**src/sv/char_lcd_4bit_writer_unit_macros.svh**
```systemverilog
// assertion macros for the character lcd writer
// no dependencies; included by files that carry concurrent checks
`ifndef CHAR_LCD_4BIT_WRITER_UNIT_MACROS_SVH
`define CHAR_LCD_4BIT_WRITER_UNIT_MACROS_SVH

`ifndef SYNTHESIS

// property that must hold at every clock edge outside reset
`define LCDW_ASSERT(lbl, clk, rstn, prop, msg) \
    lbl: assert property (@(posedge clk) disable iff (!rstn) (prop)) else $error(msg);

// antecedent this cycle implies consequent next cycle
`define LCDW_ASSERT_NEXT(lbl, clk, rstn, ante, cons, msg) \
    lbl: assert property (@(posedge clk) disable iff (!rstn) (ante) |=> (cons)) else $error(msg);

`else

`define LCDW_ASSERT(lbl, clk, rstn, prop, msg)
`define LCDW_ASSERT_NEXT(lbl, clk, rstn, ante, cons, msg)

`endif

`endif

```
**src/sv/lcdw_pkg.sv**
```systemverilog
// shared types, codes and sequencing functions for the character lcd writer
// no dependencies; imported by front, back and top level
package lcdw_pkg;

    // action codes on the input stream
    localparam logic [2:0] ACT_TICK   = 3'd0;
    localparam logic [2:0] ACT_CMD    = 3'd1;
    localparam logic [2:0] ACT_DATA   = 3'd2;
    localparam logic [2:0] ACT_INIT   = 3'd3;
    localparam logic [2:0] ACT_CLEAR  = 3'd4;
    localparam logic [2:0] ACT_CURSOR = 3'd5;

    // classified operations handed from front to back
    localparam logic [2:0] OP_TICK  = 3'd0;
    localparam logic [2:0] OP_NOP   = 3'd1;
    localparam logic [2:0] OP_BYTE  = 3'd2;
    localparam logic [2:0] OP_INIT  = 3'd3;
    localparam logic [2:0] OP_CLEAR = 3'd4;

    // pulse phases
    localparam logic [2:0] PH_IDLE    = 3'd0;
    localparam logic [2:0] PH_EN_LOW  = 3'd1;
    localparam logic [2:0] PH_EN_HIGH = 3'd2;
    localparam logic [2:0] PH_HOLD    = 3'd3;
    localparam logic [2:0] PH_GAP     = 3'd4;
    localparam logic [2:0] PH_WAIT    = 3'd5;

    // init step kinds
    localparam logic [1:0] STEP_WAIT   = 2'd0;
    localparam logic [1:0] STEP_NIBBLE = 2'd1;
    localparam logic [1:0] STEP_CMD    = 2'd2;

    localparam logic [4:0]  INIT_FIRST    = 5'd1;
    localparam logic [4:0]  INIT_LAST     = 5'd18;
    localparam logic [15:0] CLEAR_WAIT_US = 16'd2000;

    // command bytes and address offset
    localparam logic [7:0] CLEAR_CMD   = 8'h01;
    localparam logic [7:0] CURSOR_CMD  = 8'h80;
    localparam logic [6:0] ROW1_OFFSET = 7'h40;

    // configuration register indexes
    localparam logic [1:0] CFG_PULSE = 2'd0;
    localparam logic [1:0] CFG_HOLD  = 2'd1;
    localparam logic [1:0] CFG_GAP   = 2'd2;

    localparam logic [7:0] PULSE_RESET = 8'd2;
    localparam logic [9:0] HOLD_RESET  = 10'd150;
    localparam logic [9:0] GAP_RESET   = 10'd20;

    typedef struct packed {
        logic [2:0] op;
        logic [7:0] byte_value;
        logic       rs;
    } item_t;

    // result word, rs_pin in the lowest bit
    typedef struct packed {
        logic       accepted;
        logic       busy_res;
        logic [3:0] data_pins;
        logic       en_pin;
        logic       rs_pin;
    } res_t;

    typedef struct packed {
        logic [7:0] pulse;
        logic [9:0] hold;
        logic [9:0] gap;
    } cfg_t;

    typedef struct packed {
        logic [2:0]  phase;
        logic [15:0] cnt;
        logic [7:0]  pbyte;
        logic        nib;
        logic [4:0]  step;
        logic        rs;
        logic        en;
        logic [3:0]  data;
        logic        clr;
    } st_t;

    // back-end status seen by the top level checks
    typedef struct packed {
        logic settling;
        logic idle;
    } stat_t;

    // init sequence table
    function automatic logic [1:0] step_kind(input logic [4:0] s);
        logic [1:0] k;
        unique case (s)
            5'd2, 5'd4, 5'd6, 5'd8:                        k = STEP_NIBBLE;
            5'd10, 5'd11, 5'd12, 5'd13, 5'd15, 5'd17, 5'd18: k = STEP_CMD;
            default:                                       k = STEP_WAIT;
        endcase
        return k;
    endfunction

    function automatic logic [15:0] step_value(input logic [4:0] s);
        logic [15:0] v;
        unique case (s)
            5'd1:                v = 16'd50000;
            5'd3, 5'd5, 5'd7:    v = 16'd5000;
            5'd9, 5'd14, 5'd16:  v = 16'd2000;
            5'd2, 5'd4, 5'd6:    v = 16'h03;
            5'd8:                v = 16'h02;
            5'd10:               v = 16'h08;
            5'd11:               v = 16'h28;
            5'd12:               v = 16'h0C;
            5'd13:               v = 16'h02;
            5'd15:               v = 16'h01;
            5'd17:               v = 16'h06;
            5'd18:               v = 16'h0C;
            default:             v = 16'd0;
        endcase
        return v;
    endfunction

    function automatic st_t begin_nibble(input st_t s, input logic [3:0] n, input cfg_t c);
        st_t r;
        r = s;
        r.data  = n;
        r.en    = 1'b0;
        r.phase = PH_EN_LOW;
        r.cnt   = {8'd0, c.pulse};
        return r;
    endfunction

    function automatic st_t begin_byte(input st_t s, input logic [7:0] b, input logic rs,
                                       input cfg_t c);
        st_t r;
        r = s;
        r.pbyte = b;
        r.nib   = 1'b0;
        r.rs    = rs;
        return begin_nibble(r, b[7:4], c);
    endfunction

    function automatic st_t begin_init_step(input st_t s, input cfg_t c);
        st_t r;
        logic [15:0] v;
        r = s;
        v = step_value(s.step);
        if (s.step == 5'd0 || s.step > INIT_LAST) begin
            r.step  = 5'd0;
            r.phase = PH_IDLE;
            r.cnt   = 16'd0;
        end else if (step_kind(s.step) == STEP_WAIT) begin
            r.phase = PH_WAIT;
            r.cnt   = v;
        end else if (step_kind(s.step) == STEP_NIBBLE) begin
            // lone nibble of the 8-bit to 4-bit handover
            r.pbyte = v[7:0];
            r.nib   = 1'b1;
            r.rs    = 1'b0;
            r = begin_nibble(r, v[3:0], c);
        end else begin
            r = begin_byte(r, v[7:0], 1'b0, c);
        end
        return r;
    endfunction

    function automatic st_t finish_item(input st_t s, input cfg_t c);
        st_t r;
        r = s;
        if (s.clr) begin
            r.clr   = 1'b0;
            r.phase = PH_WAIT;
            r.cnt   = CLEAR_WAIT_US;
        end else if (s.step != 5'd0) begin
            r.step = s.step + 5'd1;
            r = begin_init_step(r, c);
        end else begin
            r.phase = PH_IDLE;
            r.cnt   = 16'd0;
        end
        return r;
    endfunction

    function automatic logic raw_nibble(input st_t s);
        return s.step != 5'd0 && s.step <= INIT_LAST && step_kind(s.step) == STEP_NIBBLE;
    endfunction

    // one phase transition once the current wait has run out
    function automatic st_t advance(input st_t s, input cfg_t c);
        st_t r;
        r = s;
        unique case (s.phase)
            PH_EN_LOW: begin
                r.en    = 1'b1;
                r.phase = PH_EN_HIGH;
                r.cnt   = {8'd0, c.pulse};
            end
            PH_EN_HIGH: begin
                r.en    = 1'b0;
                r.phase = PH_HOLD;
                r.cnt   = {6'd0, c.hold};
            end
            PH_HOLD: begin
                if (!s.nib) begin
                    r.nib = 1'b1;
                    r = begin_nibble(r, s.pbyte[3:0], c);
                end else if (!s.rs && !raw_nibble(s)) begin
                    r.phase = PH_GAP;
                    r.cnt   = {6'd0, c.gap};
                end else begin
                    r = finish_item(r, c);
                end
            end
            PH_GAP, PH_WAIT: begin
                r = finish_item(r, c);
            end
            default: begin
                r.phase = PH_IDLE;
                r.cnt   = 16'd0;
            end
        endcase
        return r;
    endfunction

endpackage

```
**src/sv/lcdw_fifo.sv**
```systemverilog
// small register queue with valid/ready on both sides
// no dependencies; used between front and back and at the result side
module lcdw_fifo #(
    parameter int WIDTH = 8,
    parameter int DEPTH = 2
) (
    input  logic             aclk,
    input  logic             aresetn,
    input  logic             in_valid,
    output logic             in_ready,
    input  logic [WIDTH-1:0] in_data,
    output logic             out_valid,
    input  logic             out_ready,
    output logic [WIDTH-1:0] out_data
);

    localparam int PW = $clog2(DEPTH);
    localparam int CW = $clog2(DEPTH + 1);

    logic [WIDTH-1:0] mem_reg [DEPTH];
    logic [PW-1:0]    wr_ptr_reg, wr_ptr_next;
    logic [PW-1:0]    rd_ptr_reg, rd_ptr_next;
    logic [CW-1:0]    count_reg, count_next;
    logic             push, pop;

    assign in_ready  = count_reg != CW'(DEPTH);
    assign out_valid = count_reg != '0;
    assign out_data  = mem_reg[rd_ptr_reg];
    assign push      = in_valid && in_ready;
    assign pop       = out_valid && out_ready;

    // pointer and fill tracking
    always_comb begin
        wr_ptr_next = wr_ptr_reg;
        rd_ptr_next = rd_ptr_reg;
        count_next  = count_reg;
        if (push) begin
            wr_ptr_next = (wr_ptr_reg == PW'(DEPTH - 1)) ? '0 : wr_ptr_reg + PW'(1);
        end
        if (pop) begin
            rd_ptr_next = (rd_ptr_reg == PW'(DEPTH - 1)) ? '0 : rd_ptr_reg + PW'(1);
        end
        if (push && !pop) begin
            count_next = count_reg + CW'(1);
        end else if (pop && !push) begin
            count_next = count_reg - CW'(1);
        end
    end

    always_ff @(posedge aclk) begin
        if (!aresetn) begin
            wr_ptr_reg <= '0;
            rd_ptr_reg <= '0;
            count_reg  <= '0;
        end else begin
            wr_ptr_reg <= wr_ptr_next;
            rd_ptr_reg <= rd_ptr_next;
            count_reg  <= count_next;
        end
    end

    // storage, no reset needed
    always_ff @(posedge aclk) begin
        if (push) begin
            mem_reg[wr_ptr_reg] <= in_data;
        end
    end

endmodule

```
**src/sv/lcdw_front.sv**
```systemverilog
// front end: takes input transactions, turns actions into operations
// depends on lcdw_pkg and lcdw_fifo
module lcdw_front #(
    parameter int DEPTH = 2
) (
    input  logic                aclk,
    input  logic                aresetn,
    input  logic                in_valid,
    output logic                in_ready,
    input  logic [2:0]          in_action,
    input  logic [7:0]          in_byte_value,
    input  logic                in_row,
    input  logic [5:0]          in_column,
    output logic                q_valid,
    input  logic                q_ready,
    output lcdw_pkg::item_t     q_item
);
    import lcdw_pkg::*;

    item_t                 cls;
    logic [6:0]            addr;
    logic [$bits(item_t)-1:0] q_raw;

    // cursor address wraps at 128
    assign addr = (in_row ? ROW1_OFFSET : 7'h00) + {1'b0, in_column};

    // classify the action
    always_comb begin
        cls.op         = OP_NOP;
        cls.byte_value = in_byte_value;
        cls.rs         = 1'b0;
        unique case (in_action)
            ACT_TICK:   cls.op = OP_TICK;
            ACT_CMD:    cls.op = OP_BYTE;
            ACT_DATA: begin
                cls.op = OP_BYTE;
                cls.rs = 1'b1;
            end
            ACT_INIT:   cls.op = OP_INIT;
            ACT_CLEAR: begin
                cls.op         = OP_CLEAR;
                cls.byte_value = CLEAR_CMD;
            end
            ACT_CURSOR: begin
                cls.op         = OP_BYTE;
                cls.byte_value = CURSOR_CMD | {1'b0, addr};
            end
            default:    cls.op = OP_NOP;
        endcase
    end

    // queue toward the back end
    lcdw_fifo #(
        .WIDTH ($bits(item_t)),
        .DEPTH (DEPTH)
    ) u_queue (
        .aclk      (aclk),
        .aresetn   (aresetn),
        .in_valid  (in_valid),
        .in_ready  (in_ready),
        .in_data   (cls),
        .out_valid (q_valid),
        .out_ready (q_ready),
        .out_data  (q_raw)
    );

    assign q_item = item_t'(q_raw);

endmodule

```
**src/sv/lcdw_back.sv**
```systemverilog
// back end: pin sequencer, wait counter, config registers, result queue
// depends on lcdw_pkg and lcdw_fifo
module lcdw_back #(
    parameter int DEPTH = 2
) (
    input  logic                aclk,
    input  logic                aresetn,
    input  logic                q_valid,
    output logic                q_ready,
    input  lcdw_pkg::item_t     q_item,
    input  logic                cfg_valid,
    output logic                cfg_ready,
    input  logic [1:0]          cfg_index,
    input  logic [9:0]          cfg_data,
    output logic                m_valid,
    input  logic                m_ready,
    output lcdw_pkg::res_t      m_res,
    output lcdw_pkg::stat_t     stat
);
    import lcdw_pkg::*;

    st_t   st_reg, st_next;
    cfg_t  cfg_reg;
    logic  settling_reg, settling_next;
    logic  acc_reg, acc_next;
    st_t   adv_st, app_st;
    logic  app_acc;
    logic  space;
    logic  push;
    res_t  res;
    logic [$bits(res_t)-1:0] m_raw;

    // effect of one item on the sequencer, before settling
    function automatic st_t apply(input st_t s, input item_t it, input cfg_t c);
        st_t  r;
        logic idle;
        r = s;
        idle = s.phase == PH_IDLE;
        unique case (it.op)
            OP_TICK: begin
                if (!idle && s.cnt != 16'd0) begin
                    r.cnt = s.cnt - 16'd1;
                end
            end
            OP_BYTE: begin
                if (idle) begin
                    r = begin_byte(r, it.byte_value, it.rs, c);
                end
            end
            OP_INIT: begin
                if (idle) begin
                    r.rs   = 1'b0;
                    r.en   = 1'b0;
                    r.data = 4'd0;
                    r.clr  = 1'b0;
                    r.step = INIT_FIRST;
                    r = begin_init_step(r, c);
                end
            end
            OP_CLEAR: begin
                if (idle) begin
                    r.clr = 1'b1;
                    r = begin_byte(r, it.byte_value, 1'b0, c);
                end
            end
            default: r = s;
        endcase
        return r;
    endfunction

    assign adv_st  = advance(st_reg, cfg_reg);
    assign app_st  = apply(st_reg, q_item, cfg_reg);
    assign app_acc = (st_reg.phase == PH_IDLE) &&
                     (q_item.op == OP_BYTE || q_item.op == OP_INIT || q_item.op == OP_CLEAR);

    assign q_ready   = !settling_reg && space;
    assign cfg_ready = 1'b1;

    // one transition per cycle, stalled when the result queue is full
    always_comb begin
        st_next       = st_reg;
        settling_next = settling_reg;
        acc_next      = acc_reg;
        push          = 1'b0;
        if (settling_reg) begin
            if (space) begin
                st_next = adv_st;
                if (adv_st.phase == PH_IDLE || adv_st.cnt != 16'd0) begin
                    settling_next = 1'b0;
                    push          = 1'b1;
                end
            end
        end else if (q_valid && space) begin
            st_next = app_st;
            if (app_st.phase != PH_IDLE && app_st.cnt == 16'd0) begin
                settling_next = 1'b1;
                acc_next      = app_acc;
            end else begin
                push = 1'b1;
            end
        end
    end

    // result word from the settled state
    always_comb begin
        res.rs_pin    = st_next.rs;
        res.en_pin    = st_next.en;
        res.data_pins = st_next.data;
        res.busy_res  = st_next.phase != PH_IDLE;
        res.accepted  = settling_reg ? acc_reg : app_acc;
    end

    always_ff @(posedge aclk) begin
        if (!aresetn) begin
            st_reg       <= '0;
            settling_reg <= 1'b0;
            acc_reg      <= 1'b0;
        end else begin
            st_reg       <= st_next;
            settling_reg <= settling_next;
            acc_reg      <= acc_next;
        end
    end

    // configuration writes
    always_ff @(posedge aclk) begin
        if (!aresetn) begin
            cfg_reg.pulse <= PULSE_RESET;
            cfg_reg.hold  <= HOLD_RESET;
            cfg_reg.gap   <= GAP_RESET;
        end else if (cfg_valid && cfg_ready) begin
            unique case (cfg_index)
                CFG_PULSE: cfg_reg.pulse <= cfg_data[7:0];
                CFG_HOLD:  cfg_reg.hold  <= cfg_data;
                CFG_GAP:   cfg_reg.gap   <= cfg_data;
                default:   cfg_reg       <= cfg_reg;
            endcase
        end
    end

    // result queue
    lcdw_fifo #(
        .WIDTH ($bits(res_t)),
        .DEPTH (DEPTH)
    ) u_results (
        .aclk      (aclk),
        .aresetn   (aresetn),
        .in_valid  (push),
        .in_ready  (space),
        .in_data   (res),
        .out_valid (m_valid),
        .out_ready (m_ready),
        .out_data  (m_raw)
    );

    assign m_res = res_t'(m_raw);

    assign stat.settling = settling_reg;
    assign stat.idle     = st_reg.phase == PH_IDLE;

endmodule

```
**src/sv/char_lcd_4bit_writer_unit.sv**
```systemverilog
// top level of the 4-bit character lcd writer
// depends on lcdw_pkg, lcdw_front, lcdw_back and the assertion macro header
//
//  channel   | direction | handshake          | payload
//  ----------+-----------+--------------------+-----------------------------------
//  s_*       | in        | s_tvalid/s_tready  | tdata byte,row,column; tuser action
//  m_*       | out       | m_tvalid/m_tready  | tdata rs,en,data,busy,accepted
//  cfg_*     | in        | cfg_valid/cfg_ready| cfg_index, cfg_data
//
// one transaction per cycle when every wait it touches is nonzero and the result
// queue has room; each phase that runs out within the same item costs another
// transition of the back-end sequencer, which then holds the queue.
// reset is synchronous, active low, clears queues and sequencer state and reloads the config registers.
// either side may stall; the queues keep front and back running independently.
`include "char_lcd_4bit_writer_unit_macros.svh"

module char_lcd_4bit_writer_unit #(
    parameter int QUEUE_DEPTH = 2
) (
    input  logic        aclk,
    input  logic        aresetn,
    input  logic        s_tvalid,
    output logic        s_tready,
    // [7:0] byte_value, [8] row, [14:9] column, [15] zero
    input  logic [15:0] s_tdata,
    // [2:0] action
    input  logic [2:0]  s_tuser,
    output logic        m_tvalid,
    input  logic        m_tready,
    // [0] rs_pin, [1] en_pin, [5:2] data_pins, [6] busy_res, [7] accepted
    output logic [7:0]  m_tdata,
    input  logic        cfg_valid,
    output logic        cfg_ready,
    input  logic [1:0]  cfg_index,
    input  logic [9:0]  cfg_data
);
    import lcdw_pkg::*;

    logic  q_valid, q_ready;
    item_t q_item;
    res_t  m_res;
    stat_t stat;

    lcdw_front #(
        .DEPTH (QUEUE_DEPTH)
    ) u_front (
        .aclk          (aclk),
        .aresetn       (aresetn),
        .in_valid      (s_tvalid),
        .in_ready      (s_tready),
        .in_action     (s_tuser),
        .in_byte_value (s_tdata[7:0]),
        .in_row        (s_tdata[8]),
        .in_column     (s_tdata[14:9]),
        .q_valid       (q_valid),
        .q_ready       (q_ready),
        .q_item        (q_item)
    );

    lcdw_back #(
        .DEPTH (QUEUE_DEPTH)
    ) u_back (
        .aclk      (aclk),
        .aresetn   (aresetn),
        .q_valid   (q_valid),
        .q_ready   (q_ready),
        .q_item    (q_item),
        .cfg_valid (cfg_valid),
        .cfg_ready (cfg_ready),
        .cfg_index (cfg_index),
        .cfg_data  (cfg_data),
        .m_valid   (m_tvalid),
        .m_ready   (m_tready),
        .m_res     (m_res),
        .stat      (stat)
    );

    assign m_tdata = m_res;

    // checks
    `LCDW_ASSERT(a_idle_en_low, aclk, aresetn, !(m_tvalid && !m_res.busy_res && m_res.en_pin), "enable high while idle")
    `LCDW_ASSERT(a_settle_holds_queue, aclk, aresetn, !(stat.settling && q_ready), "item taken while settling")
    `LCDW_ASSERT(a_settle_active, aclk, aresetn, !(stat.settling && stat.idle), "settling with no active phase")
    `LCDW_ASSERT_NEXT(a_nop_result, aclk, aresetn, q_valid && q_ready && q_item.op == OP_NOP, m_tvalid, "no result after ignored action")

endmodule

```
**config.mk**
```make
export PLATFORM = sky130hd
export DESIGN_NAME = char_lcd_4bit_writer_unit
export DESIGN_NICKNAME = d
export VERILOG_FILES = /design/src/sv/lcdw_pkg.sv /design/src/sv/lcdw_fifo.sv /design/src/sv/lcdw_front.sv /design/src/sv/lcdw_back.sv /design/src/sv/char_lcd_4bit_writer_unit.sv
export VERILOG_INCLUDE_DIRS = /design/src /design/src/sv
export SDC_FILE = /design/constraint.sdc
export NUM_CORES = 1
export LEC_CHECK = 0
export ABC_CLOCK_PERIOD_IN_PS = 5200
export BUFFER_PORTS_ARGS = -buffer_cell sky130_fd_sc_hd__buf_2
export CORE_MARGIN = 5
export CORE_UTILIZATION = 32
export CTS_CLUSTER_DIAMETER = 60
export DETAILED_ROUTE_END_ITERATION = 8
export MAX_ROUTING_LAYER = met4
export PLACE_DENSITY = 0.53
export SLEW_MARGIN = 30
export SYNTH_ARGS = -nofsm -noshare
export SYNTH_HDL_FRONTEND = slang
export SYNTH_SLANG_ARGS = --single-unit
```
**constraint.sdc**
```tcl
create_clock -name aclk -period 5.2 [get_ports aclk]
set_input_delay 0.52 -clock aclk [delete_from_list [all_inputs] [get_ports aclk]]
set_output_delay 0.52 -clock aclk [all_outputs]
set_load 0.02 [all_outputs]
```
-- Yosys cells after proc, flatten, opt, wreduce, memory -nomap -nowiden
Memories as Yosys holds them, arrays and structs flattened. A register that Yosys moved wholly into a read port is not among the register bits.
Index checks and enable logic that the tools add are counted.
- bits in writable memories: 40
- word-level logic and storage cells: 263
- flip-flop bits (word level): 74
- memory bits (read-only): 1216
- output and inout port bits: 11
- input port bits: 36
- memories: 9
- reduce and logical (&&, ||, !) cells: 63
- equality and inequality tests: 39
- bitwise logic cells: 1
- multiplexer cells: 118
- order comparisons: 2
- add/sub/neg operators: 11
- memories (name ; words ; bits a word ; rd ports ; clocked after memory_dff ; write ports ; line ; source):
    (no name shown) ; 32 ; 14 ; 1 ; 0 ; 0 ; lcdw_pkg.sv:103 ; unique case (s)
    (no name shown) ; 32 ; 14 ; 1 ; 0 ; 0 ; lcdw_pkg.sv:103 ;
    (no name shown) ; 32 ; 2 ; 1 ; 1 ; 0 ; lcdw_pkg.sv:93 ; unique case (s)
    (no name shown) ; 32 ; 2 ; 1 ; 0 ; 0 ; lcdw_pkg.sv:93 ;
    (no name shown) ; 32 ; 2 ; 1 ; 0 ; 0 ; lcdw_pkg.sv:93 ;
    (no name shown) ; 32 ; 2 ; 1 ; 0 ; 0 ; lcdw_pkg.sv:93 ;
    3 more memories ; - ; - ; - ; - ; - ; - ;
- operators with widths (kind ; count):
    $mux 40 ; 19
    $mux 19 ; 10
    $mux 21 ; 6
    $pmux 19 s4 ; 1
    $mux 2 ; 33
    $pmux 16 s4 ; 1
    $pmux 21 s3 ; 1
    $mux 20 ; 2
    $mux 13 ; 3
    $reduce_bool 16->1 ; 2
    $ne 3x3->1 const B ; 10
    $pmux 15 s2 ; 1
    $mux 1 ; 26
    $mux 7 ; 3
    $mux 5 ; 4
    $eq 3x2->1 const B ; 6
    $mux 9 ; 2
    $reduce_and 18->1 ; 1
    $logic_and 1x1->1 ; 16
    $logic_not 16->1 ; 1
    $mux 16 ; 1
    $pmux 8 s2 ; 1
    $sub 16x1->16 const B ; 1
    $eq 3x3->1 const B ; 5
    34 further kinds ; 78

-- Logic depth before layout (Yosys ltp)
Gate-level depths: netlist (run 1).
- depth in word-level cells: 43
- gate-level depth with buffers: 17
- depth with buffers taken out: 15

-- By module
A second synthesis (run 1) with hierarchy kept.
- cells, all modules: 918
- area, all modules: 7858.8 um^2
- by module, submodules not included (module ; instances ; seq. area each (um^2) ; cells an instance ; area each (um^2)):
    lcdw_back ; 1 ; 1361.3 ; 778 ; 5749.3
    lcdw_fifo at u_front.u_queue ; 1 ; 820.8 ; 61 ; 1103.6
    lcdw_fifo at u_back.u_results ; 1 ; 580.6 ; 50 ; 809.5
    lcdw_front ; 1 ; 0.0 ; 29 ; 196.4

-- Worst setup path before layout (run 1)
No wires, ideal clock.
- path kind: register to register
- from: reg u_back.st_reg[7] (netlist name)
- to: reg u_back.u_results.count_reg[1]
- path buffers: 2
- setup slack: 1180 ps
- data required time: 5130 ps
- stages on the path, launching flop included: 17
- library setup time: 70 ps
- data arrival time: 3949 ps
- period minus slack after synthesis: 4020 ps
- cells stage by stage: dfxtp_1 clkbuf_1 inv_1 ha_1 nand3b_1 o211a_1 nand3_1 and2_1 clkbuf_1 o211ai_1 a311o_1 or3_1 nor4_2 nor2_1 ha_1 or3_1 a21oi_1
- cells in the longest elaborated chain, start to end: 25
- elaborated cells between the ends (all ways): 49
- those cells by class: add/sub: 1; order compare: 2; mux: 25; reduce/logical: 17; memory: 4
- ends and longest elaborated chain (element ; line ; source):
    start: declaration ; lcdw_back.sv:22 ; st_t st_reg, st_next;
    start signal: assignment ; lcdw_back.sv:119 ; st_reg <= st_next;
    $add 5x1->5 ; lcdw_pkg.sv:173 ; r.step = s.step + 5'd1;
    $mem_v2 32x2 ; - ;
    $mux 2 ; lcdw_pkg.sv:146 ; if (s.step == 5'd0 || s.step > INIT_LAST) begin
    $mux 2 ; lcdw_pkg.sv:172 ; end else if (s.step != 5'd0) begin
    $mux 2 ; lcdw_pkg.sv:168 ; if (s.clr) begin
    $mux 2 ; lcdw_pkg.sv:205 ; end else if (!s.rs && !raw_nibble(s)) begin
    $mux 2 ; lcdw_pkg.sv:202 ; if (!s.nib) begin
    $mux 2 ; lcdw_pkg.sv:190 ; unique case (s.phase)
    [10 not listed] ; - ;
    $mux 1 * ; lcdw_back.sv:88 ; if (adv_st.phase == PH_IDLE || adv_st.cnt != 16'd0) begin
    $mux 1 * ; lcdw_back.sv:86 ; if (space) begin
    $mux 1 * ; lcdw_back.sv:85 ; if (settling_reg) begin
    $logic_and 1x1->1 * ; lcdw_fifo.sv:29 ; assign push = in_valid && in_ready;
    named net u_back.u_results.push ; lcdw_fifo.sv:24 ; logic push, pop;
    $logic_not 1->1 ; lcdw_fifo.sv:45 ; end else if (pop && !push) begin
    $logic_and 1x1->1 ; lcdw_fifo.sv:45 ;
    $reduce_bool 2->1 (no source line) ; - ;
    end signal: assignment ; lcdw_fifo.sv:58 ; count_reg <= count_next;
    end: declaration ; lcdw_fifo.sv:23 ; logic [CW-1:0] count_reg, count_next;
Mark *: on every way through the listed nets, which the timed path passes. The rest lies on a longest branch. The select of a mux whose other input is x is not followed.
A chain may end at the register's enable or synchronous reset.

-- Final worst setup path (run 1)
Ends and elaborated chain as after synthesis.

==> impl_metrics.ini, run 1 <==
[synthesis]
synth_edf_count = 40
ys_warn_count = 0
yosysTopAreaCell = dfxtp_1
syn_nets = 998
yosysMostFrequentCell = nand2_1
synth_seq_area_share_pct = 35.41
ys_types = 84
ys.flop_type = dfxtp_1
synth_commonest_cells = nand2_1, nor2_1, dfxtp_1
synth_top_area_share_pct = 20.02
ys_top_cells_by_area = dfxtp_1, edfxtp_1, nand2_1
yosys_register_bits = 118
avgSynthCellArea_um2 = 8.212
netlist_instances = 950
synthArstFlopShare_pct = 0
syn-cell-area_mm2 = 0.007801

[floorplan]
die_h_um = 166.1
row_count = 57
io_pins = 47
die_w_um = 166.1
initial_core_util_pct = 32.27
coreArea_mm2 = 0.02418
dieArea_mm2 = 0.02760

[timing]
hold_violations = 0
finalClockSkew_ns = 0.009017
setup_tns_ns = 0
fmax_mhz = 214.5
finalWorstSetupSlack_ns = 0.5376
tightest_slew_ns = 0.8298
relSlewSlack_pct = 44.48
drv_slew = 0
setup_violations = 0
min_period_ns = 4.662
rsz0062_at_grt = no
period_share_pct = 89.66

[route]
avgRoutedWirePerCell_um = 19.79
route.detailed.drc = 0
drt-initial-drc-count = 704
wirelength_um = 26060
dr.pass1.iters = 5
vias = 7682
avgViaCountPerCell = 5.833
detail-route-antenna-nets = 0

[clocking]
cts_resized = 0
clk_path_buf_depth = 2
tritoncts = yes
path_clk_slew_ns = 0.06
clk_latency_ns = 0.42
cts.htree.levels = 4
cts_hold_buf = 0
cts-root-buf = clkbuf_16
postCtsSetupRepairBufs = 0
cts.sinks = 118
cts_inserted_buffers = 17

[global_route]
grt_pass1_wl_um = 41120
grt_overflow_total = 0
grt_use_total_pct = 19.07
grt_max_degree = 48
grt_pass1_vias = 7240
antenna_found_initial = 0

[cells_and_area]
fillers = 2498
ff_latch_area_mm2 = 0.002763
final_util_pct = 37.29
largest_reg_flops = 36
multi_input_comb_area_mm2 = 0.004710
fin_area_mm2 = 0.009015
nNetsFinal = 1028
drive_gt1_share_pct = 14.70
antenna_cells = 0
syn_to_final_growth_pct = 15.56

[placement]
gp_congestion = 0.9394
portBuffers = 44
hpwlAfterDp_um = 19320
place_area_mm2 = 0.008388
pre_cts_slack_ns = 0.6410

[power_and_ir_drop]
powerDensity_mw_per_mm2 = 447.6
peakVddDrop_mv = 0.2402
p_total_mw = 4.035
p_leak_nw = 3.400

[min_path]
hold_class = input pin to flip-flop

[setup_path]
end_kind = flip-flop
start_kind = flip-flop
worstSetupPathType = flip-flop to flip-flop
arrival_ns = 5.01
critPathMaxStageDelay_ns = 0.52
ff2ff_setup_slack_ns = 0.54
crit_chain = ha_1, buf_4, xnor2_1, o211ai_1, a32oi_1, nor2_1, o21ai_0, a31oi_1, a211o_1, nor4_2, nor2_1, ha_1, or3_1, a21oi_1
worst-path-max-fanout = 17
crit_slowest_cell = nor4_2
required_ns = 5.55

[outcome]
outcome = complete, no violations

[job]
cap_violations = 0
[final timing paths]
check / startpoint / endpoint / cells after the start
min reg2reg: u_back.cfg_reg[19] / u_back.cfg_reg[19] / 2
max reg2reg: u_back.st_reg[7] / u_back.u_results.count_reg[1] / 14
min: cfg_data[8] / u_back.cfg_reg[18] / 3
max: u_back.st_reg[7] / u_back.u_results.count_reg[1] / 14
[cells in the final DEF (no fill, tap or decap), types with 19 or more instances in the layout]
cell / Yosys / layout
buf_2: 8 / 44
dfxtp_1: 78 / 78
o21ai_0: 52 / 52
nor2_1: 94 / 94
nor3_1: 27 / 26
nand3_1: 23 / 23
nand2_1: 107 / 107
inv_1: 24 / 24
a21oi_1: 61 / 61
buf_4: 1 / 27
mux2i_1: 31 / 31
edfxtp_1: 40 / 40
a31oi_1: 19 / 19
and2_1: 19 / 19
[area by class of cell]
class / count / share of cell area (%)
Clock buffer: 17 / 4.719
Clock inverter: 15 / 2.165
Inverter: 25 / 1.041
Multi-Input combinational cell: 747 / 52.24
Sequential cell: 118 / 30.65
Tap cell: 324 / 4.497
Timing Repair Buffer: 71 / 4.691
[where the power goes]
part | leakage, nW | switching [mW] | total [mW] | internal, mW
sequential | 1.01 | 0.128 | 1.28 | 1.15
combinational | 2.09 | 0.963 | 1.51 | 0.550
clock | 0.297 | 0.475 | 1.24 | 0.766
total | 3.40 | 1.57 | 4.03 | 2.47
[kinds of logic after synthesis]
family          after synthesis  synth area share [%]
other cells                   1               0.04807
flops                       118                 35.41
simple gates                389                 25.49
mux                          43                 5.710
fa+ha+maj                    12                 1.925
buf+inv                      85                 4.363
compound gates              290                 25.71
xor+xnor                     12                 1.347
[critical path, delay by kind of cell (launching register included)]
| family | cells | cell delay, ns |
|---|---|---|
| AO/OA/AOI/OAI | 6 | 1.75 |
| XOR/XNOR | 1 | 0.45 |
| adder cells (fa/ha/maj) | 2 | 0.68 |
| flip-flops | 1 | 0.37 |
| buffers and inverters | 1 | 0.24 |
| AND/OR/NAND/NOR | 4 | 1.08 |
[stage by stage]
stage | instances | hold slack [ns]
finish | 1317 | 0.3456
global route | 1317 | 0.3382
CTS | 1317 | 0.3320
detailed placement | 1285 | 0.4589
global placement | 1285 | 0.4479
floorplan | 950 | 0.4365
[per-layer routing]
layer | vias up | global-route usage (%) | wire length [um] | part of all wire, %
met1 | 3690 | 27.12 | 12340 | 47
met5 | - | - | 0 | 0
met4 | 0 | 6.671 | 685 | 2.6
met3 | 49 | 2.833 | 1698 | 6.5
met2 | 307 | 27.59 | 11340 | 44
li1 | 3636 | - | - | -
No activity file was read; power rests on OpenSTA's default activity.
==> run 2, diff against run 1 <==
--- a/config.mk
+++ b/config.mk
@@ -9,11 +9,11 @@
 export ABC_CLOCK_PERIOD_IN_PS = 5200
 export BUFFER_PORTS_ARGS = -buffer_cell sky130_fd_sc_hd__buf_2
 export CORE_MARGIN = 5
-export CORE_UTILIZATION = 32
+export CORE_UTILIZATION = 40
 export CTS_CLUSTER_DIAMETER = 60
 export DETAILED_ROUTE_END_ITERATION = 8
 export MAX_ROUTING_LAYER = met4
-export PLACE_DENSITY = 0.53
+export PLACE_DENSITY = 0.62
 export SLEW_MARGIN = 30
 export SYNTH_ARGS = -nofsm -noshare
 export SYNTH_HDL_FRONTEND = slang
==> run 2 against run 1 <==
  * Clock power about the same
  * Power grew 0.13%
  * Utilization up 9.0 points
  * Clock skew is 0.0036 ns higher
  * Sequential share of layout area increased by 0.24 points
  * Critical path depth decreased by 1
  * Routed wire length fell by 3.4%
  * Sequential power hardly changed
  * Critical endpoint unchanged
==> impl_metrics.ini, run 2 (same netlist as run 1, synthesis figures left out) <==
[outcome]
outcome = complete, no violations

[setup_path]
cp-startpoint = u_back.st_reg[7]
ff2ff_setup_slack_ns = 0.53
required_ns = 5.54
start_kind = flip-flop
worst-path-max-fanout = 18
worstSetupPathType = flip-flop to flip-flop
end_kind = flip-flop
r2r_start = u_back.st_reg[7]
arrival_ns = 5.01

[clocking]
clk_path_buf_depth = 2
cts-root-buf = clkbuf_16
cts.htree.levels = 4
cts_resized = 0
clk_latency_ns = 0.42
tritoncts = yes
cts.sinks = 118
cts_hold_buf = 0
postCtsSetupRepairBufs = 0
cts_inserted_buffers = 17
path_clk_slew_ns = 0.06

[min_path]
hold_class = input pin to flip-flop
hp-start = cfg_data[2]

[power_and_ir_drop]
peakVddDrop_mv = 0.3005
powerDensity_mw_per_mm2 = 451.7
p_leak_nw = 3.404
p_total_mw = 4.040

[route]
route.detailed.drc = 0
wirelength_um = 25170
detail-route-antenna-nets = 0
avgRoutedWirePerCell_um = 20.01
vias = 7694
dr.pass1.iters = 6
drt-initial-drc-count = 802
avgViaCountPerCell = 6.116

[timing]
finalClockSkew_ns = 0.01257
relSlewSlack_pct = 41.37
hold-worst-slack_ns = 0.3499
min_period_ns = 4.673
hold_violations = 0
setup_tns_ns = 0
fmax_mhz = 214.0
finalWorstSetupSlack_ns = 0.5267
rsz0062_at_grt = no
drv_slew = 0
tightest_slew_ns = 0.8762
setup_violations = 0
period_share_pct = 89.87

[global_route]
grt_pass1_vias = 7122
antenna_found_initial = 0
grt_max_degree = 39
grt_pass1_wl_um = 39470
grt_overflow_total = 0
grt_use_total_pct = 23.03

[placement]
portBuffers = 44
gp_congestion = 1.005
place_area_mm2 = 0.008314
pre_cts_slack_ns = 0.6346
dp_cells = 1226
hpwlAfterDp_um = 18680

[floorplan]
dieArea_mm2 = 0.02240
die_h_um = 149.7
die_w_um = 149.7
io_pins = 47
coreArea_mm2 = 0.01933
row_count = 51
initial_core_util_pct = 40.35

[job]
cap_violations = 0

[cells_and_area]
final_util_pct = 46.26
largest_reg_flops = 36
final_cell_mix = nand2_1, nor2_1, dfxtp_1
fin_area_mm2 = 0.008944
drive_gt1_share_pct = 14.60
nNetsFinal = 1028
fillers = 1884
final_cells = 1258
final_common_cell = nand2_1
syn_to_final_growth_pct = 14.64
antenna_cells = 0
[run 2: changes by cell type in the layout (fill, tap and decap cells not counted), sizes merged]
| cell | change |
|---|---|
| clkinv | -1 |
| clkbuf | +1 |
| inv | -1 |
| bufinv | +1 |
[run 2: area by class of cell]
| type | count | area [um2] | area share, % |
|---|---|---|---|
| Clock inverter | 14 | 197.7 | 2.210 |
| Sequential cell | 118 | 2763 | 30.89 |
| Clock buffer | 18 | 429.2 | 4.799 |
| Tap cell | 265 | 331.6 | 3.707 |
| Timing Repair Buffer | 71 | 422.9 | 4.729 |
| Inverter | 25 | 93.84 | 1.049 |
| Multi-Input combinational cell | 747 | 4706 | 52.62 |
[run 2: worst paths after layout]
| kind | depth (start not counted) | endpoint |
|---|---|---|
| hold / removal | 3 | u_back.cfg_reg[12] |
| setup / recovery | 13 | u_back.u_results.count_reg[1] |
| setup reg to reg | 13 | u_back.u_results.count_reg[1] |
| hold reg to reg | 2 | u_back.cfg_reg[13] |
[run 2: critical path: stages, from the launching register on]
cell     delay [ns]
dfxtp_1        0.69
ha_1           0.47
nand3_1        0.19
xnor2_1        0.52
a32o_1         0.33
nand2_1        0.15
o41ai_1        0.54
a31oi_1        0.07
or3_1          0.38
nor4_2         0.24
nor2_1         0.13
ha_1           0.35
or3_1          0.37
a21oi_1        0.15
[run 2: per-layer routing]
metal  global-route usage [%]  vias to the layer above  wire length [um]
met3                    3.634                       56              1627
met1                    31.07                     3689             11210
met5                        -                        -                 0
met4                    8.051                        0               752
li1                         -                     3627                 -
met2                    35.29                      322             11590
[run 2: where the power goes]
part | switching [mW] | internal, mW
combinational | 0.967 | 0.548
sequential | 0.122 | 1.15
clock | 0.443 | 0.807
==> run 3, diff against run 2 <==
--- a/config.mk
+++ b/config.mk
@@ -7,13 +7,14 @@
 export NUM_CORES = 1
 export LEC_CHECK = 0
 export ABC_CLOCK_PERIOD_IN_PS = 5200
-export BUFFER_PORTS_ARGS = -buffer_cell sky130_fd_sc_hd__buf_2
 export CORE_MARGIN = 5
-export CORE_UTILIZATION = 40
+export CORE_UTILIZATION = 45
 export CTS_CLUSTER_DIAMETER = 60
 export DETAILED_ROUTE_END_ITERATION = 8
+export DONT_BUFFER_PORTS = 1
 export MAX_ROUTING_LAYER = met4
-export PLACE_DENSITY = 0.62
+export PLACE_DENSITY = 0.66
+export RECOVER_POWER = 25
 export SLEW_MARGIN = 30
 export SYNTH_ARGS = -nofsm -noshare
 export SYNTH_HDL_FRONTEND = slang
==> run 3 against run 2 <==
  * Utilization up 4.0 points
  * Setup slack worse by 0.068 ns
  * Clock power down 6%
  * Global-route usage up 2.4 points
  * Die area down 10%
  * First-iteration DRC count is 15% higher
  * Flip-flop and latch count did not move
  * Final cell count down 6.6%
  * Critical path type unchanged
  * Largest power group unchanged
==> impl_metrics.ini, run 3 (same netlist as run 1, synthesis figures left out) <==
[min_path]
hold_class = input pin to flip-flop
hp-start = aresetn

[global_route]
grt_use_total_pct = 25.44
grt_pass1_vias = 7084
grt_overflow_total = 0
antenna_found_initial = 1
grt_pass1_wl_um = 38960
grt_max_degree = 49

[cells_and_area]
final_common_cell = nand2_1
final_cells = 1175
ff_latch_area_mm2 = 0.002764
fillers = 1688
nNetsFinal = 985
multi_input_comb_area_mm2 = 0.004706
syn_to_final_growth_pct = 10.76
largest_reg_flops = 36
antenna_cells = 0
final_cell_mix = nand2_1, nor2_1, dfxtp_1
drive_gt1_share_pct = 10.32
final_util_pct = 50.31

[power_and_ir_drop]
powerDensity_mw_per_mm2 = 454.1
p_leak_nw = 3.209
peakVddDrop_mv = 0.3723

[route]
drt-initial-drc-count = 923
wirelength_um = 25030
avgViaCountPerCell = 6.449
vias = 7577
route.detailed.drc = 0
avgRoutedWirePerCell_um = 21.30
detail-route-antenna-nets = 0
dr.pass1.iters = 6

[clocking]
cts-root-buf = clkbuf_16
tritoncts = yes
cts.htree.levels = 4
clk_path_buf_depth = 2
clk_latency_ns = 0.42
cts_inserted_buffers = 17
postCtsSetupRepairBufs = 0
path_clk_slew_ns = 0.05
cts.sinks = 118

[floorplan]
io_pins = 47
die_h_um = 141.7
row_count = 48
coreArea_mm2 = 0.01718
dieArea_mm2 = 0.02007
die_w_um = 141.7
initial_core_util_pct = 45.42

[timing]
setup_tns_ns = 0
period_share_pct = 91.19
tightest_slew_ns = 0.9862
drv_slew = 0
finalWorstSetupSlack_ns = 0.4583
min_period_ns = 4.742
rsz0062_at_grt = no
hold_violations = 0
finalClockSkew_ns = 0.006359
relSlewSlack_pct = 34.01
hold-worst-slack_ns = 0.1871
fmax_mhz = 210.9
setup_violations = 0

[setup_path]
start_kind = flip-flop
r2r_start = u_back.st_reg[7]
required_ns = 5.54
cp-startpoint = u_back.st_reg[7]
worstSetupPathType = flip-flop to flip-flop
arrival_ns = 5.08
end_kind = flip-flop
worst-path-max-fanout = 18

[placement]
dp_cells = 1143
gp_congestion = 0.9728
portBuffers = 0
pre_cts_slack_ns = 0.3483
hpwlAfterDp_um = 18390

[job]
cap_violations = 0

[outcome]
outcome = complete, no violations
run 3: worst max-delay path, cell delays in order, from the launching register on:
cell and delay [ns]:
dfxtp_2 0.41, ha_1 0.33, buf_4 0.23, xnor2_1 0.48, o211ai_1 0.30, a32oi_1 0.39, nor2_1 0.10, o21ai_0 0.38
a31oi_1 0.16, a211o_1 0.37, nor4_2 0.49, nor2_1 0.14, ha_1 0.36, or3_1 0.38, a21oi_1 0.14
run 3: power by group:
group          internal [mW]  switching (mW)
registers               1.15           0.127
logic                  0.517           0.947
clock network          0.751           0.428
total                   2.42            1.50
run 3: timing repair:
| action | 4_1_cts | 5_1_grt |
|---|---|---|
| hold buffers | 0 | 0 |
| setup endpoints to repair | 0 | 1 |
| gates resized for setup | 0 | 1 |
| endpoints found under the hold margin | 0 | 0 |
run 3: per-layer routing:
| layer | wire length [um] | vias to the layer above | global-route usage (%) | part of all wire, % |
|---|---|---|---|---|
| li1 | - | 3547 | - | - |
| met1 | 11050 | 3568 | 35.00 | 44 |
| met2 | 10970 | 378 | 36.30 | 44 |
| met3 | 1886 | 84 | 4.483 | 7.5 |
| met4 | 1122 | 0 | 12.02 | 4.5 |
| met5 | 0 | - | - | 0 |
run 3: through the flow:
| step | cell area [um2] | total power, mW |
|---|---|---|
| after detailed placement | 8054 | 2.727 |
| after floorplan | 7801 | 2.303 |
| after global routing | 8641 | 4.110 |
| final | 8641 | 3.924 |
| after global placement | 8051 | 2.712 |
| after CTS | 8643 | 3.907 |
run 3: path summary, 6_finish.rpt:
| kind | to | slack, ns | depth (start not counted) |
|---|---|---|---|
| setup / recovery | u_back.u_results.count_reg[1] | 0.46 | 14 |
| hold / removal | u_back.cfg_reg[4] | 0.19 | 1 |
| setup reg to reg | u_back.u_results.count_reg[1] | 0.46 | 14 |
| hold reg to reg | u_back.cfg_reg[16] | 0.47 | 2 |
run 3: layout make-up:
class,instances,share of cell area (%)
inverter,25,1.086
clock buffer,19,5.010
clock inverter,13,1.810
timing repair buffer,28,2.389
sequential,118,31.99
multi-input combinational,747,54.46
tap,225,3.258
